==> src/rtl/core/gha_ram.sv <==
// Generic single-write, single-read RAM with registered read data.
`timescale 1ns / 1ps
module gha_ram #(
  parameter int WIDTH = 8,
  parameter int DEPTH = 16,
  localparam int AddrW = $clog2(DEPTH)
) (
  input  logic             clk,
  input  logic             we,
  input  logic [AddrW-1:0] waddr,
  input  logic [WIDTH-1:0] wdata,
  input  logic             re,
  input  logic [AddrW-1:0] raddr,
  output logic [WIDTH-1:0] rdata
);

  logic [WIDTH-1:0] mem [DEPTH];
  logic [WIDTH-1:0] rdata_r;

  always_ff @(posedge clk) begin
    if (we) begin
      mem[waddr] <= wdata;
    end
    if (re) begin
      rdata_r <= mem[raddr];
    end
  end

  assign rdata = rdata_r;

endmodule

==> config.mk <==
export PLATFORM = sky130hd
export DESIGN_NAME = gha_ram
export DESIGN_NICKNAME = d
export VERILOG_FILES = /design/src/rtl/core/gha_ram.sv
export SDC_FILE = /design/constraint.sdc
export NUM_CORES = 1
export LEC_CHECK = 0
export ABC_AREA = 1
export BUFFER_PORTS_ARGS = -buffer_cell sky130_fd_sc_hd__buf_2
export CAP_MARGIN = 20
export CORE_UTILIZATION = 35
export CTS_BUF_LIST = sky130_fd_sc_hd__clkbuf_16
export CTS_CLUSTER_SIZE = 8
export DETAILED_ROUTE_END_ITERATION = 8
export PLACE_DENSITY_LB_ADDON = 0.12
export SLEW_MARGIN = 20
export SYNTH_ARGS = -nofsm -noshare
export SYNTH_HDL_FRONTEND = slang
export SYNTH_SLANG_ARGS = --single-unit
==> constraint.sdc <==
create_clock -name clk -period 2.3 [get_ports clk]
set_input_delay 0.115 -clock clk [delete_from_list [all_inputs] [get_ports clk]]
set_output_delay 0.115 -clock clk [all_outputs]
set_load 0.01 [all_outputs]
==> results.rst, run 1 <==
.. list-table::
   :header-rows: 1

   * - Metric
     - Value
   * - Detailed placement HPWL
     - 8.62 mm
   * - Fmax achieved
     - 0.814 GHz
   * - Time the final worst path needs with I/O delays and setup
     - 1.23 ns
   * - DR vias
     - 3781
   * - Inserted Clock Buffers
     - 17
   * - Number of hold violations in the final report
     - 0
   * - Crit path launch type
     - input port
   * - Count of hold buffers inserted by post-cts repair
     - 0
   * - CP bufs+invs
     - 3
   * - Crit. path cell count
     - 8
   * - First element of the critical path
     - raddr[0]
   * - Post-detailed-route wirelength per cell
     - 17.2 microns
   * - MaxCap Viol Count
     - 0
   * - Number of flip-flops and latches in the synthesized netlist
     - 136
   * - Count of mapped cells out of synthesis
     - 551
   * - Number of H-tree levels
     - 4
   * - Status
     - complete, no violations
   * - Min-delay worst type
     - input port to flop
   * - Cell Area, Synth
     - 5850 sq um
   * - Via count of the first global-routing pass
     - 3728
   * - Die outline height
     - 131 microns
   * - Final std cells w/o fill
     - 815
   * - Endpoint of the worst setup timing path
     - rdata[1]
   * - Postcts setup bufs
     - 0
   * - Classification of the worst setup path
     - input port to flop
   * - Global-route congestion overflow total
     - 0
   * - Number of gates given a new drive strength after cts
     - 0
   * - Warning count from the yosys run
     - 0
   * - Row Count
     - 46
   * - Average footprint of a synthesized cell
     - 10.6 sq um
   * - Pre-antenna DRT Iters
     - 5
   * - Worst setup skew after layout
     - 0.00488 ns
   * - Number of top-level design ports
     - 27
   * - Wire length of the first global-routing pass
     - 21.7 mm
   * - Routability congestion estimate from global placement
     - 0.764
   * - Setup repair after global routing missed its margin
     - false
   * - Endpoint of the worst register-to-register path
     - rdata[1]
   * - Family of cells with the greatest summed delay on the critical path
     - buffers and inverters
   * - Share of final-layout standard cells stronger than drive strength 1
     - 12.0%
   * - Number of nets in the synthesized netlist
     - 570
   * - Clock insertion delay at the later pin of the skew report
     - 0.41 ns
   * - Crit Reg-Reg Startpoint
     - mem[4][1]
   * - Worst-Margin Slew
     - 0.894 ns
   * - Total clock sinks
     - 136
   * - Die ar.
     - 17200 sq um
   * - Leakage
     - 2.93 nW
   * - Cell Pwr Density
     - 900 nW/um^2
   * - Standard cell with the maximum stage delay on the critical path
     - sky130_fd_sc_hd__buf_4
   * - Period utilisation layout
     - 53.4%
   * - Post-detailed-route count of antenna-violating nets
     - 0
   * - Worst Path Arrival
     - 1.39 ns
   * - Setup slack of the worst register-to-register path
     - 1.10 ns
   * - Rel. slew slack
     - 40.2%
   * - CTS tree
     - done
   * - CTS Root Cell
     - sky130_fd_sc_hd__clkbuf_16
   * - Highest-count cells in the layout ignoring fill and taps
     - sky130_fd_sc_hd__nand2_1 (173), sky130_fd_sc_hd__edfxtp_1 (136), sky130_fd_sc_hd__inv_1 (100)
   * - Cells traversed along the worst timing path
     - buf_2, inv_2, buf_4, nand2_1, nand3_1, nand3_1, nand3_1, nand2_1
   * - Endpoint required time on the critical path
     - 2.46 ns
   * - Maximum buffer depth of the clock tree
     - 2
   * - Crit path largest cell delay
     - 0.31 ns
   * - Pin count of the biggest net entering global routing
     - 54
   * - Clock transition at the registers of the reported paths
     - 0.06 ns
   * - Diode count
     - 0
   * - Initial Utilization
     - 36.3%
   * - Post-detailed-route via-to-cell ratio
     - 4.64
   * - Number of antenna violations at the first check in global routing
     - 0
   * - R2R depth
     - 6
   * - Count of buffers inserted at the top-level ports
     - 26
   * - Area delta synth->final
     - 17.5%
   * - Max VDD drop
     - 521 uV
   * - Total wire length
     - 14.0 mm
   * - Distinct cell type count after synthesis
     - 11
   * - Total count of max-transition violations in the final report
     - 0
   * - Core area
     - 16100 sq um
   * - Final total negative setup slack
     - 0 ns
   * - Remaining DRCs
     - 0
   * - Number of placed instances, taps included
     - 783
   * - Top fanout value on the critical path
     - 24
   * - Gr usage total
     - 17.3%
   * - Commonest non-fill, non-tap cell in the layout
     - sky130_fd_sc_hd__nand2_1
   * - Most frequent cell on the critical path
     - sky130_fd_sc_hd__nand3_1
   * - DIE WIDTH
     - 131 microns
   * - Fin nets
     - 605
   * - Crit end category
     - flop
   * - Sequential cell area fraction in the yosys report
     - 69.8%
   * - Iteration-0 DRC count of the detailed router
     - 300
   * - Final number of setup-violating endpoints
     - 0
[worst reg2reg max path: cells and delay by family, from the launching register on]
family        cells  cell delay [ns]
simple gates      5             0.52
flops             1             0.37
buf+inv           1             0.06
[routing by layer]
metal | GRT usage [%] | vias up | share of wire [%]
li1 | - | 1849 | -
met1 | 23.0 | 1812 | 47
met2 | 27.3 | 104 | 47
met3 | 4.17 | 16 | 4.3
met4 | 6.91 | 0 | 2.0
met5 | 0 | - | 0
[logic make-up (layout without fill, tap and decap cells)]
kind of cell           count (synthesis)  in the layout  synth area share [%]
AND/OR/NAND/NOR                      289            289                  20.8
flip-flops                           136            136                  69.8
buffers and inverters                126            174                  9.39
[cell usage after synthesis]
master | n | area share (%)
sky130_fd_sc_hd__nor2_1 | 17 | 1.1
sky130_fd_sc_hd__nand2_1 | 173 | 11
sky130_fd_sc_hd__buf_6 | 6 | 1.2
sky130_fd_sc_hd__nand3_1 | 97 | 8.3
sky130_fd_sc_hd__buf_2 | 13 | 1.1
sky130_fd_sc_hd__buf_1 | 1 | 0.064
sky130_fd_sc_hd__edfxtp_1 | 136 | 70
sky130_fd_sc_hd__inv_2 | 2 | 0.13
sky130_fd_sc_hd__buf_4 | 4 | 0.51
sky130_fd_sc_hd__nand3b_1 | 2 | 0.26
sky130_fd_sc_hd__inv_1 | 100 | 6.4
[registers in the layout, indices dropped and copies added (netlist names)]
signal and cells:
mem 128, rdata 8
[stage by stage]
step | utilization, % | setup slack (ns) | hold slack [ns] | instance area [sq um] | total power [mW]
after floorplan | - | 1.23 | 0.214 | 5850 | 3.06
after global placement | 38.5 | 0.655 | 0.490 | 6210 | 3.21
after detailed placement | 38.5 | 0.635 | 0.486 | 6210 | 3.21
after CTS | 42.6 | 1.07 | 0.0588 | 6870 | 6.23
after global routing | 42.6 | 0.987 | 0.0687 | 6870 | 6.35
final | 42.6 | 1.07 | 0.0758 | 6870 | 6.18
[where the power goes]
| part | switching (mW) | internal (mW) |
|---|---|---|
| combinational | 0.244 | 0.0950 |
| clock | 1.02 | 2.02 |
| sequential | 0.0158 | 2.79 |
| total | 1.28 | 4.91 |
[worst min-delay path by stage]
stage	start	to	slack (ns)	cells past startpoint
floorplan	wdata[0]	mem[0][0]	0.21	0
global placement	re	rdata[6]	0.49	1
detailed placement	re	rdata[2]	0.49	1
CTS	re	rdata[2]	0.06	1
global route	re	rdata[2]	0.07	1
finish	re	rdata[2]	0.08	1
[area by class of cell]
| class | count | area, sq um |
|---|---|---|
| inverters | 102 | 383 |
| repair buffers | 40 | 260 |
| flip-flops and latches | 136 | 4080 |
| multi-input cells | 289 | 1210 |
| well taps | 216 | 270 |
| fillers | 1553 | 9250 |
| clock inverters | 15 | 231 |
| clock buffers | 17 | 425 |
Power figures use the tool's default switching activity.
==> run 2, diff against run 1 <==
clock period = 1 ns   (was 2.3 ns; I/O delays follow)
==> results.rst, run 2 (same netlist as run 1, synthesis figures left out) <==
.. list-table::
   :header-rows: 1

   * - Metric
     - Value
   * - Most flops, register
     - mem
   * - Family of cells with the greatest summed delay on the critical path
     - flip-flops
   * - Time the final worst path needs with I/O delays and setup
     - 1.09 ns
   * - Crit path launch type
     - flop
   * - Die outline height
     - 131 microns
   * - Crit end category
     - output pin
   * - Post-detailed-route count of antenna-violating nets
     - 0
   * - Post-route met1 wirelength
     - 6.14 mm
   * - Final number of setup-violating endpoints
     - 13
   * - Classification of the worst setup path
     - flop to output pin
   * - Remaining DRCs
     - 0
   * - DIE WIDTH
     - 131 microns
   * - Routability congestion estimate from global placement
     - 0.794
   * - CTS Root Cell
     - sky130_fd_sc_hd__clkbuf_16
   * - Clock transition at the registers of the reported paths
     - 0.06 ns
   * - Total count of max-transition violations in the final report
     - 0
   * - Max VDD drop
     - 1130 uV
   * - Count of buffers inserted at the top-level ports
     - 26
   * - Highest-count cells in the layout ignoring fill and taps
     - sky130_fd_sc_hd__nand2_1 (172), sky130_fd_sc_hd__edfxtp_1 (136), sky130_fd_sc_hd__inv_1 (100)
   * - Diode count
     - 0
   * - CTS tree
     - done
   * - Number of antenna violations at the first check in global routing
     - 0
   * - DR vias
     - 3835
   * - Detailed placement HPWL
     - 9.11 mm
   * - Maximum buffer depth of the clock tree
     - 2
   * - Pin count of the biggest net entering global routing
     - 48
   * - Commonest non-fill, non-tap cell in the layout
     - sky130_fd_sc_hd__nand2_1
   * - Violations in the final reports
     - setup timing
   * - Wire length on met3
     - 983 microns
   * - Storage cell area
     - 4080 sq um
   * - Setup repair after global routing missed its margin
     - true
   * - Worst-Margin Slew
     - 0.411 ns
   * - CP bufs+invs
     - 1
   * - Filler cell count in the final layout
     - 1513
   * - Post-detailed-route via-to-cell ratio
     - 4.61
   * - Initial Utilization
     - 36.3%
   * - Detail Route met2 WL
     - 7.06 mm
   * - Iteration-0 DRC count of the detailed router
     - 231
   * - MaxCap Viol Count
     - 0
   * - Multi-input logic area
     - 1470 sq um
   * - Die ar.
     - 17200 sq um
   * - Inserted Clock Buffers
     - 17
   * - Min-delay worst type
     - input port to flop
   * - Standard cell with the maximum stage delay on the critical path
     - sky130_fd_sc_hd__edfxtp_1
   * - Worst Path Arrival
     - 1.04 ns
   * - Rel. slew slack
     - 72.6%
   * - Number of top-level design ports
     - 27
   * - Cell Pwr Density
     - 1870 nW/um^2
   * - Number of hold violations in the final report
     - 0
   * - Post-detailed-route wirelength per cell
     - 17.3 microns
   * - Via count of the first global-routing pass
     - 3904
   * - Clock insertion delay at the later pin of the skew report
     - 0.43 ns
   * - Postcts setup bufs
     - 0
   * - Fin nets
     - 622
   * - Pre-antenna DRT Iters
     - 5
   * - Setup Slack @ Placement
     - -0.337 ns
   * - Total clock sinks
     - 136
   * - Area delta synth->final
     - 24.6%
   * - Crit path largest cell delay
     - 0.44 ns
   * - Top fanout value on the critical path
     - 1
   * - Cells traversed along the worst timing path
     - buf_2
   * - Setup slack of the critical path after layout
     - -0.0901 ns
   * - Largest register FFs
     - 128
   * - Leakage
     - 3.12 nW
   * - Smallest hold slack
     - 0.0379 ns
   * - Global-route congestion overflow total
     - 0
   * - Endpoint required time on the critical path
     - 0.95 ns
   * - Status
     - complete, but fails checks
   * - Fmax achieved
     - 0.917 GHz
   * - Worst setup skew after layout
     - 0.0160 ns
   * - Highest Signal Layer
     - met4
   * - Share of final-layout standard cells stronger than drive strength 1
     - 22.9%
   * - Total wire length
     - 14.4 mm
   * - Number of H-tree levels
     - 4
   * - Wire length of the first global-routing pass
     - 22.3 mm
   * - Period utilisation layout
     - 109%
   * - Gr usage total
     - 17.9%
   * - Core area
     - 16100 sq um
   * - Row Count
     - 46
## run 2: cell count changes in the layout (fill, tap and decap cells not counted), sizes merged
cell / before / now
inv: 102 / 103
dlygate4sd3: 0 / 1
bufinv: 6 / 3
clkinvlp: 2 / 4
buf: 40 / 56
## run 2: what timing repair did
action                     in CTS  in global routing
gates resized for setup        27                 26
hold endpoints to repair        8                  0
cloned                          0                  0
setup endpoints to repair      13                 16
hold buffers                    1                  0
pin swaps                      33                 19
## run 2: path summary, 6_finish.rpt
path | to | startpoint | depth (start not counted) | slack, ns
worst max register to register | rdata[3] | mem[7][3] | 6 | -0.07
worst max-delay path | rdata[4] | rdata[4] | 1 | -0.09
worst min register to register | rdata[3] | mem[11][3] | 6 | 0.75
worst min-delay path | mem[7][2] | wdata[2] | 1 | 0.04
## run 2: report_power, final
| group | internal (mW) | switching [mW] | total, mW |
|---|---|---|---|
| Combinational | 0.328 | 0.635 | 0.963 |
| Sequential | 6.42 | 0.0390 | 6.46 |
| Clock | 3.87 | 2.31 | 6.18 |
## run 2: stage by stage
step	utilization [%]	power (mW)	std cells	setup TNS, ns	area, sq um
2_1_floorplan	-	7.03	551	-0.0540	5850
3_3_place_gp	39.9	7.46	799	-5.89	6430
3_5_place_dp	39.9	7.47	799	-6.83	6430
4_1_cts	44.4	13.7	832	-0.781	7160
5_1_grt	45.2	14.1	832	-1.35	7290
6_report	45.2	13.6	832	-0.648	7290
## run 2: area by class of cell
cell class                      instances  area share, %
Sequential cell                       136           56.1
Multi-Input combinational cell        289           20.2
Timing Repair Buffer                   57           6.73
Clock buffer                           17           5.84
Inverter                              102           5.26
Tap cell                              216           3.71
Clock inverter                         15           2.22
## run 2: layer usage
layer	vias to the layer above	track usage, %
met5	-	0
met4	0	7.17
met3	16	3.82
met2	96	29.2
met1	1836	23.0
li1	1887	-
