<file path="config.mk">
export PLATFORM = sky130hd
export DESIGN_NAME = gha_ctrl
export DESIGN_NICKNAME = d
export VERILOG_FILES = /design/src/rtl/core/gha_pkg.sv /design/src/rtl/core/gha_ctrl.sv
export SDC_FILE = /design/constraint.sdc
export NUM_CORES = 1
export LEC_CHECK = 0
export ABC_AREA = 1
export BUFFER_PORTS_ARGS = -buffer_cell sky130_fd_sc_hd__buf_2
export CAP_MARGIN = 25
export CORE_UTILIZATION = 39
export CTS_CLUSTER_SIZE = 12
export DETAILED_ROUTE_END_ITERATION = 8
export GPL_ROUTABILITY_DRIVEN = 0
export PLACE_DENSITY = 0.68
export SYNTH_ARGS = -nofsm -noshare
export SYNTH_HDL_FRONTEND = slang
export SYNTH_SLANG_ARGS = --single-unit
export TNS_END_PERCENT = 50
</file>
<file path="constraint.sdc">
create_clock -name clk -period 2.9 [get_ports clk]
set_input_delay 0.29 -clock clk [delete_from_list [all_inputs] [get_ports clk]]
set_output_delay 0.29 -clock clk [all_outputs]
set_load 0.005 [all_outputs]
</file>
<file path="src/rtl/core/gha_pkg.sv">
// Shared constants, types and codes for the generational handle allocator.
`timescale 1ns / 1ps
package gha_pkg;

  localparam int SLOTS   = 1024;
  localparam int IDX_W   = $clog2(SLOTS);
  localparam int CNT_W   = $clog2(SLOTS + 1);
  localparam int VER_W   = 16;
  localparam int ST_W    = 2;
  localparam int DATA_W  = 32;

  typedef enum logic {
    REQ_ALLOC   = 1'b0,
    REQ_RELEASE = 1'b1
  } req_t;

  typedef enum logic [ST_W-1:0] {
    ST_OK    = 2'd0,
    ST_FULL  = 2'd1,
    ST_STALE = 2'd2
  } status_t;

  typedef enum logic [2:0] {
    S_IDLE,
    S_POP,
    S_VER,
    S_REL,
    S_FIN
  } state_t;

  typedef struct packed {
    logic [IDX_W-1:0] idx;
    logic [VER_W-1:0] ver;
    status_t          st;
  } result_t;

  typedef struct packed {
    logic             we;
    logic [IDX_W-1:0] waddr;
    logic [IDX_W-1:0] wdata;
    logic             re;
    logic [IDX_W-1:0] raddr;
  } stack_port_t;

  typedef struct packed {
    logic             we;
    logic [IDX_W-1:0] waddr;
    logic [VER_W-1:0] wdata;
    logic             re;
    logic [IDX_W-1:0] raddr;
  } ver_port_t;

endpackage

</file>
<file path="src/rtl/core/gha_ctrl.sv">
// Request sequencer: counters, memory read-modify-write and result formation.
`timescale 1ns / 1ps
module gha_ctrl (
  input  logic                     clk,
  input  logic                     rst_n,
  input  logic                     req_valid,
  output logic                     req_ready,
  input  gha_pkg::req_t            req_type,
  input  logic [gha_pkg::IDX_W-1:0] req_idx,
  input  logic [gha_pkg::VER_W-1:0] req_ver,
  output gha_pkg::stack_port_t     stack_port,
  input  logic [gha_pkg::IDX_W-1:0] stack_rdata,
  output gha_pkg::ver_port_t       ver_port,
  input  logic [gha_pkg::VER_W-1:0] ver_rdata,
  output logic                     res_valid,
  input  logic                     res_ready,
  output gha_pkg::result_t         res
);
  import gha_pkg::*;

  state_t           state_r, state_nxt;
  logic [CNT_W-1:0] free_cnt_r, free_cnt_nxt;
  logic [CNT_W-1:0] used_cnt_r, used_cnt_nxt;
  logic [IDX_W-1:0] idx_r, idx_nxt;
  logic [VER_W-1:0] ver_r, ver_nxt;
  result_t          res_r, res_nxt;

  logic             accept;
  logic             have_free;
  logic             have_fresh;
  logic             rel_ok;
  logic             ver_match;
  logic [CNT_W-1:0] free_dec;

  assign req_ready  = (state_r == S_IDLE);
  assign accept     = req_valid && req_ready;
  assign have_free  = (free_cnt_r != '0);
  assign have_fresh = (used_cnt_r < CNT_W'(SLOTS));
  assign rel_ok     = ({{(CNT_W-IDX_W){1'b0}}, req_idx} < used_cnt_r) &&
                      (free_cnt_r < CNT_W'(SLOTS));
  assign ver_match  = (ver_rdata == ver_r);
  assign free_dec   = free_cnt_r - CNT_W'(1);
  assign res_valid  = (state_r == S_FIN);
  assign res        = res_r;

  always_comb begin
    state_nxt = state_r;
    unique case (state_r)
      S_IDLE: begin
        if (accept) begin
          if (req_type == REQ_ALLOC) begin
            state_nxt = have_free ? S_POP : S_FIN;
          end else begin
            state_nxt = rel_ok ? S_REL : S_FIN;
          end
        end
      end
      S_POP: state_nxt = S_VER;
      S_VER: state_nxt = S_FIN;
      S_REL: state_nxt = S_FIN;
      S_FIN: begin
        if (res_ready) begin
          state_nxt = S_IDLE;
        end
      end
      default: state_nxt = S_IDLE;
    endcase
  end

  always_comb begin
    free_cnt_nxt = free_cnt_r;
    used_cnt_nxt = used_cnt_r;
    idx_nxt      = idx_r;
    ver_nxt      = ver_r;
    res_nxt      = res_r;
    stack_port   = '0;
    ver_port     = '0;
    unique case (state_r)
      S_IDLE: begin
        if (accept) begin
          idx_nxt = req_idx;
          ver_nxt = req_ver;
          if (req_type == REQ_ALLOC) begin
            if (have_free) begin
              stack_port.re    = 1'b1;
              stack_port.raddr = free_dec[IDX_W-1:0];
              free_cnt_nxt     = free_dec;
            end else if (have_fresh) begin
              ver_port.we    = 1'b1;
              ver_port.waddr = used_cnt_r[IDX_W-1:0];
              ver_port.wdata = '0;
              used_cnt_nxt   = used_cnt_r + CNT_W'(1);
              res_nxt        = '{idx: used_cnt_r[IDX_W-1:0], ver: '0, st: ST_OK};
            end else begin
              res_nxt = '{idx: '0, ver: '0, st: ST_FULL};
            end
          end else if (rel_ok) begin
            ver_port.re    = 1'b1;
            ver_port.raddr = req_idx;
          end else begin
            res_nxt = '{idx: '0, ver: '0, st: ST_STALE};
          end
        end
      end
      S_POP: begin
        ver_port.re    = 1'b1;
        ver_port.raddr = stack_rdata;
        idx_nxt        = stack_rdata;
      end
      S_VER: begin
        res_nxt = '{idx: idx_r, ver: ver_rdata, st: ST_OK};
      end
      S_REL: begin
        if (ver_match) begin
          ver_port.we      = 1'b1;
          ver_port.waddr   = idx_r;
          ver_port.wdata   = ver_rdata + VER_W'(1);
          stack_port.we    = 1'b1;
          stack_port.waddr = free_cnt_r[IDX_W-1:0];
          stack_port.wdata = idx_r;
          free_cnt_nxt     = free_cnt_r + CNT_W'(1);
          res_nxt          = '{idx: '0, ver: '0, st: ST_OK};
        end else begin
          res_nxt = '{idx: '0, ver: '0, st: ST_STALE};
        end
      end
      S_FIN: ;
      default: ;
    endcase
  end

  always_ff @(posedge clk) begin
    if (!rst_n) begin
      state_r    <= S_IDLE;
      free_cnt_r <= '0;
      used_cnt_r <= '0;
    end else begin
      state_r    <= state_nxt;
      free_cnt_r <= free_cnt_nxt;
      used_cnt_r <= used_cnt_nxt;
    end
  end

  always_ff @(posedge clk) begin
    idx_r <= idx_nxt;
    ver_r <= ver_nxt;
    res_r <= res_nxt;
  end

endmodule

</file>
==> summary.txt, run 1 <==
Status
  • Status: complete, no violations

Routing
  • Drt initial violations: 309
  • DRC: 0
  • WL final: 13.96 mm
  • Routed len/inst: 13.92 um
  • Vias after detailed routing: 4877
  • Post-route ant nets: 0
  • DR vias/cell: 4.862
  • Drt pass-1 iters: 6

Yosys
  • Register area share after synthesis: 42.70%
  • Avg Cell Area, Syn: 7.308 sq um
  • Top cell type by total area after synthesis: edfxtp_1
  • Mapped Cells: 680
  • YS warnings: 0
  • Main flop type after synthesis: edfxtp_1
  • Yosys reg bits: 79
  • Post-synth top cells: 178 x nand2_1, 97 x nor2_1, 84 x inv_1, 54 x edfxtp_1, 43 x nand3_1
  • Ys async rst share: 0%
  • Most frequent cell after synthesis: nand2_1
  • Top post-synthesis cells by area: edfxtp_1 33%, nand2_1 13%, dfxtp_1 10%
  • Cell area after synthesis: 0.004970 sq mm
  • Synth cell types: 32
  • Post-synth EDFFs: 54
  • Top-area cell type share of the netlist area: 32.63%
  • Syn nets: 750

STA
  • Fin Setup TNS: 0 ns
  • Fin. Hold Viols: 0
  • Worst setup margin: 0.3100 ns
  • Slew @ Worst Pin: 0.8039 ns
  • RSZ-0062 raised after global routing: no
  • Max-slew violations: 0
  • Crit path time final: 2.590 ns
  • Period utilisation layout: 89.31%
  • Final setup fails: 0
  • Worst clock skew: 0.01054 ns
  • Hold Worst Slack: 0.1284 ns
  • FMAX: 0.3861 GHz
  • Slew HR: 46.35%

Placement
  • Worst slack, placed: 0.5062 ns
  • Dpl cells: 987
  • Post-DP Area: 0.005911 sq mm
  • Hpwl dp: 10.61 mm
  • Port bufs: 156

Clocking
  • Clock transition at path regs: 0.06 ns
  • Root buffer cell: clkbuf_16
  • TritonCTS clock tree: yes
  • Clock Path Buffers: 2
  • Worst-Skew Late Latency: 0.34 ns
  • CTS buffer count: 9
  • H-tree depth: 3
  • Cts hold-fix bufs: 0
  • CTS Sinks: 79

GRT
  • GRT Total Usage: 21.39%
  • Largest net degree at the start of global routing: 35
  • Initial antenna violation count: 0
  • Vias in the first global route: 4333
  • Global-route wire length before repair: 21.73 mm
  • Overflow after GRT: 0

Critical path
  • WP data required: 2.61 ns
  • Worst setup path class: reg -> out
  • Reg-to-reg setup timing slack: 0.62 ns
  • WP data arrival: 2.30 ns
  • Crit path max-delay cell type: dfxtp_1
  • Setup crit start kind: flop
  • Top delay family on crit path: simple AND/OR/NAND/NOR gates
  • R2R depth: 11
  • WP buf/inv: 2
  • CP Capture Type: primary output
  • R2r endpoint: res[13]$_DFFE_PP_
  • WP depth: 7
  • CP Max Fanout: 12
  • Crit path launch: free_cnt_r[0]$_SDFFE_PN0P_
  • Largest stage delay, worst path: 0.34 ns
  • Worst path cell trace: inv_1 > ha_1 > nand3_1 > nor3_1 > nand3_2 > o22ai_1 > buf_2
  • R2r startpoint: free_cnt_r[0]$_SDFFE_PN0P_
  • Critical path endpoint: ver_port[34]

Layout
  • Final Util: 50.96%
  • Final non-filler cell total: 1003
  • Share of layout cells above drive strength 1: 24.91%
  • Diode count: 0
  • Layout net count: 900
  • Area Overhead vs Synth: 25.23%
  • Final Instance Area: 0.006223 sq mm

Power
  • Tot Pwr: 3.311 mW
  • Leakage: 3.102 nW
  • Power density over cell area: 532.0 mW/mm^2
  • Largest vdd supply drop: 0.2392 mV

Floorplan
  • Die footprint: 0.01320 sq mm
  • Row count: 40
  • Initial core utilization: 40.70%
  • Core box area: 0.01221 sq mm
  • Chip Width: 114.9 um
  • Top Ports: 157
  • Die H: 114.9 um

Run
  • Max-cap violations: 0

Worst hold path
  • Hold WC Path Type: in -> reg
layer usage:
layer,routed length (um),GRT usage [%]
met1,6505,28.33
met2,6438,35.30
met3,747,4.006
met4,273,6.926
met5,0,0
final cells by class:
class,instances,area [sq um]
inverter,96,360.3
timing repair buffer,164,840.8
clock inverter,6,68.82
tap,168,210.2
fill,1278,5988
clock buffer,10,239.0
multi-input combinational,480,2382
sequential,79,2122
registers in the layout, indices dropped and copies added (netlist names):
signal and count:
res 28, ver_r 16, free_cnt_r 11, used_cnt_r 11, idx_r 10, state_r 3
cell families (layout without fill, tap and decap cells):
family / count (synthesis) / in the layout / share of synthesized area, %
DFF: 79 / 79 / 42.70
buffers and inverters: 121 / 276 / 9.516
adders and majority gates: 13 / 13 / 3.273
AOI/OAI and AO/OA: 90 / 90 / 10.27
and+or+nand+nor: 356 / 356 / 30.54
xor gates and xnor gates: 21 / 21 / 3.701
placed cells by master (no fill, tap or decap), drive strengths merged, types with 17 or more instances in the layout:
master	instances
dfxtp	25
o21ai	32
nor2	103
inv	96
edfxtp	54
buf	164
nand3	46
xor2	17
nand2	180
a21oi	36
worst min path at each step:
stage                          start                  to  depth (start not counted)
after global placement    req_ver[6]  ver_r[6]$_DFFE_PP_                          1
after CTS                 req_ver[2]  ver_r[2]$_DFFE_PP_                          1
after floorplan           req_ver[0]  ver_r[0]$_DFFE_PP_                          0
final                     req_ver[2]  ver_r[2]$_DFFE_PP_                          1
after global routing      req_ver[2]  ver_r[2]$_DFFE_PP_                          1
after detailed placement  req_ver[4]  ver_r[4]$_DFFE_PP_                          1
report_power, final:
part           internal [mW]  total, mW  switching [mW]
logic                  0.221      0.636           0.416
clock network          0.695       1.16           0.467
registers               1.45       1.51          0.0627
total                   2.37       3.31           0.945
what timing repair did:
item / CTS / global route
setup endpoints to repair: 0 / 5
hold endpoints to repair: 0 / 0
buffers inserted: 0 / 0
resized for setup: 0 / 1
Note: power is estimated with default switching activity, not from simulation.
==> run 2, diff against run 1 <==
--- a/config.mk
+++ b/config.mk
@@ -9,6 +9,7 @@
 export BUFFER_PORTS_ARGS = -buffer_cell sky130_fd_sc_hd__buf_2
 export CAP_MARGIN = 25
 export CORE_UTILIZATION = 39
+export CTS_BUF_LIST = sky130_fd_sc_hd__clkbuf_2 sky130_fd_sc_hd__clkbuf_4 sky130_fd_sc_hd__clkbuf_8
 export CTS_CLUSTER_SIZE = 12
 export DETAILED_ROUTE_END_ITERATION = 8
 export GPL_ROUTABILITY_DRIVEN = 0
==> constraint.sdc (replaced) <==
create_clock -name clk -period 2.9 [get_ports clk]
set_input_delay 0.87 -clock clk [delete_from_list [all_inputs] [get_ports clk]]
set_output_delay 0.87 -clock clk [all_outputs]
set_load 0.005 [all_outputs]
==> run 2 against run 1 <==
  * The run now ends with setup timing left
  * Clock power down 33%
  * Utilization up 12 points
  * Critical path depth up 3
  * Total power down 3.1%
  * Cell area up 23%
  * Combinational power up 43%
  * Setup slack worse by 0.48 ns
  * Critical endpoint is now ver_port[6]
==> summary.txt, run 2 (same netlist as run 1, synthesis figures left out) <==
Status
  • Status: finished with violations
  • Failing checks: setup timing

STA
  • Period utilisation layout: 105.8%
  • Fin. Hold Viols: 0
  • RSZ-0062 raised after global routing: yes
  • Slew HR: 70.72%
  • Max-slew violations: 0
  • Fin Setup TNS: -5.434 ns
  • Worst setup margin: -0.1679 ns
  • Final setup fails: 58
  • Crit path time final: 3.068 ns
  • Worst clock skew: 0.009588 ns
  • Slew @ Worst Pin: 0.4378 ns
  • FMAX: 0.3260 GHz

Routing
  • Routed len/inst: 15.63 um
  • Drt pass-1 iters: 5
  • DRC: 0
  • WL met2: 8.247 mm
  • Drt initial violations: 370
  • WL final: 16.97 mm
  • Top layer in use: met4
  • Vias after detailed routing: 5503
  • Post-route ant nets: 0
  • Routed met1 length: 6.889 mm
  • DR vias/cell: 5.067
  • WL met3: 1.187 mm

Floorplan
  • Core box area: 0.01221 sq mm
  • Initial core utilization: 40.70%
  • Die footprint: 0.01320 sq mm
  • Top Ports: 157
  • Die H: 114.9 um
  • Row count: 40
  • Chip Width: 114.9 um

Placement
  • Dpl cells: 1042
  • Port bufs: 156
  • Hpwl dp: 11.16 mm
  • Post-DP Area: 0.006336 sq mm

GRT
  • Vias in the first global route: 4924
  • Overflow after GRT: 0
  • Global-route wire length before repair: 24.21 mm
  • Largest net degree at the start of global routing: 29
  • GRT Total Usage: 23.95%
  • Initial antenna violation count: 0

Clocking
  • CTS buffer count: 9
  • Root buffer cell: clkbuf_8
  • Worst-Skew Late Latency: 0.36 ns
  • H-tree depth: 3
  • Clock Path Buffers: 2
  • Cts hold-fix bufs: 0
  • TritonCTS clock tree: yes
  • Clock transition at path regs: 0.09 ns
  • CTS Sinks: 79

Critical path
  • CP Capture Type: primary output
  • Setup crit start kind: input port
  • Worst setup path class: in -> out
  • CP Max Fanout: 4
  • WP data arrival: 2.20 ns
  • WP data required: 2.03 ns

Layout
  • Diode count: 0
  • # fillers: 1102
  • Share of layout cells above drive strength 1: 43.36%
  • Final non-filler cell total: 1086
  • Final Instance Area: 0.007634 sq mm
  • Most frequent cells in the layout: 154 x nand2_1, 138 x buf_2, 79 x inv_1
  • Multi-input gate area in the final layout: 0.002924 sq mm
  • Largest register FFs: 28
  • Most common cell after layout, fill and taps aside: nand2_1
  • Area Overhead vs Synth: 53.60%
  • Layout net count: 983
  • FF/Latch Area: 0.002128 sq mm

Power
  • Power density over cell area: 420.3 mW/mm^2
  • Largest vdd supply drop: 0.2275 mV
  • Leakage: 3.642 nW

Run
  • Max-cap violations: 0

Worst hold path
  • Hold WC Path Type: reg -> reg
run 2: worst paths after layout:
kind	from	end	slack (ns)	cells after the start
worst max-delay path	req_idx[8]	ver_port[6]	-0.17	10
worst min-delay path	used_cnt_r[3]$_SDFFE_PN0P_	used_cnt_r[3]$_SDFFE_PN0P_	0.50	2
worst max register to register	used_cnt_r[9]$_SDFFE_PN0P_	res[24]$_DFFE_PP_	0.25	16
worst min register to register	used_cnt_r[3]$_SDFFE_PN0P_	used_cnt_r[3]$_SDFFE_PN0P_	0.50	2
run 2: worst max-delay path: stages:
cell      delay, ns
buf_8          0.10
ha_4           0.21
a21oi_2        0.12
o21ai_1        0.08
nand3b_1       0.24
nor2_4         0.16
buf_6          0.14
inv_6          0.04
o21ai_1        0.11
buf_2          0.12
run 2: cell type report:
| cell class | count | share of cell area (%) |
|---|---|---|
| clock inverters | 7 | 0.7376 |
| flip-flops and latches | 79 | 27.88 |
| clock buffers | 9 | 1.623 |
| inverters | 96 | 5.278 |
| well taps | 168 | 2.754 |
| repair inverters | 1 | 0.09834 |
| multi-input cells | 480 | 38.31 |
| repair buffers | 246 | 23.32 |
run 2: through the flow:
stage / hold WS, ns / utilization [%] / setup WS (ns) / power, mW
after floorplan: 0.4571 / - / 0.04426 / 1.857
after global placement: 0.4748 / 51.89 / -0.1955 / 2.234
after detailed placement: 0.4877 / 51.89 / -0.2670 / 2.246
after CTS: 0.5076 / 58.59 / -0.1267 / 3.086
after global routing: 0.5217 / 62.51 / -0.2841 / 3.362
final: 0.5024 / 62.51 / -0.1679 / 3.208
run 2: timing repair:
| action | 4_1_cts | 5_1_grt |
|---|---|---|
| setup endpoints to repair | 60 | 90 |
| gates cloned | 2 | 5 |
| buffers inserted | 18 | 9 |
| pin swaps | 51 | 29 |
| gates resized for setup | 122 | 97 |
run 2: where the power goes:
part	switching (mW)	internal, mW
clock	0.460	0.320
combinational	0.529	0.382
sequential	0.0694	1.45
run 2: per-layer routing:
| metal | vias to the layer above | track usage, % |
|---|---|---|
| li1 | 2688 | - |
| met3 | 45 | 3.901 |
| met5 | - | 0 |
| met2 | 247 | 40.12 |
| met1 | 2523 | 29.95 |
| met4 | 0 | 11.95 |
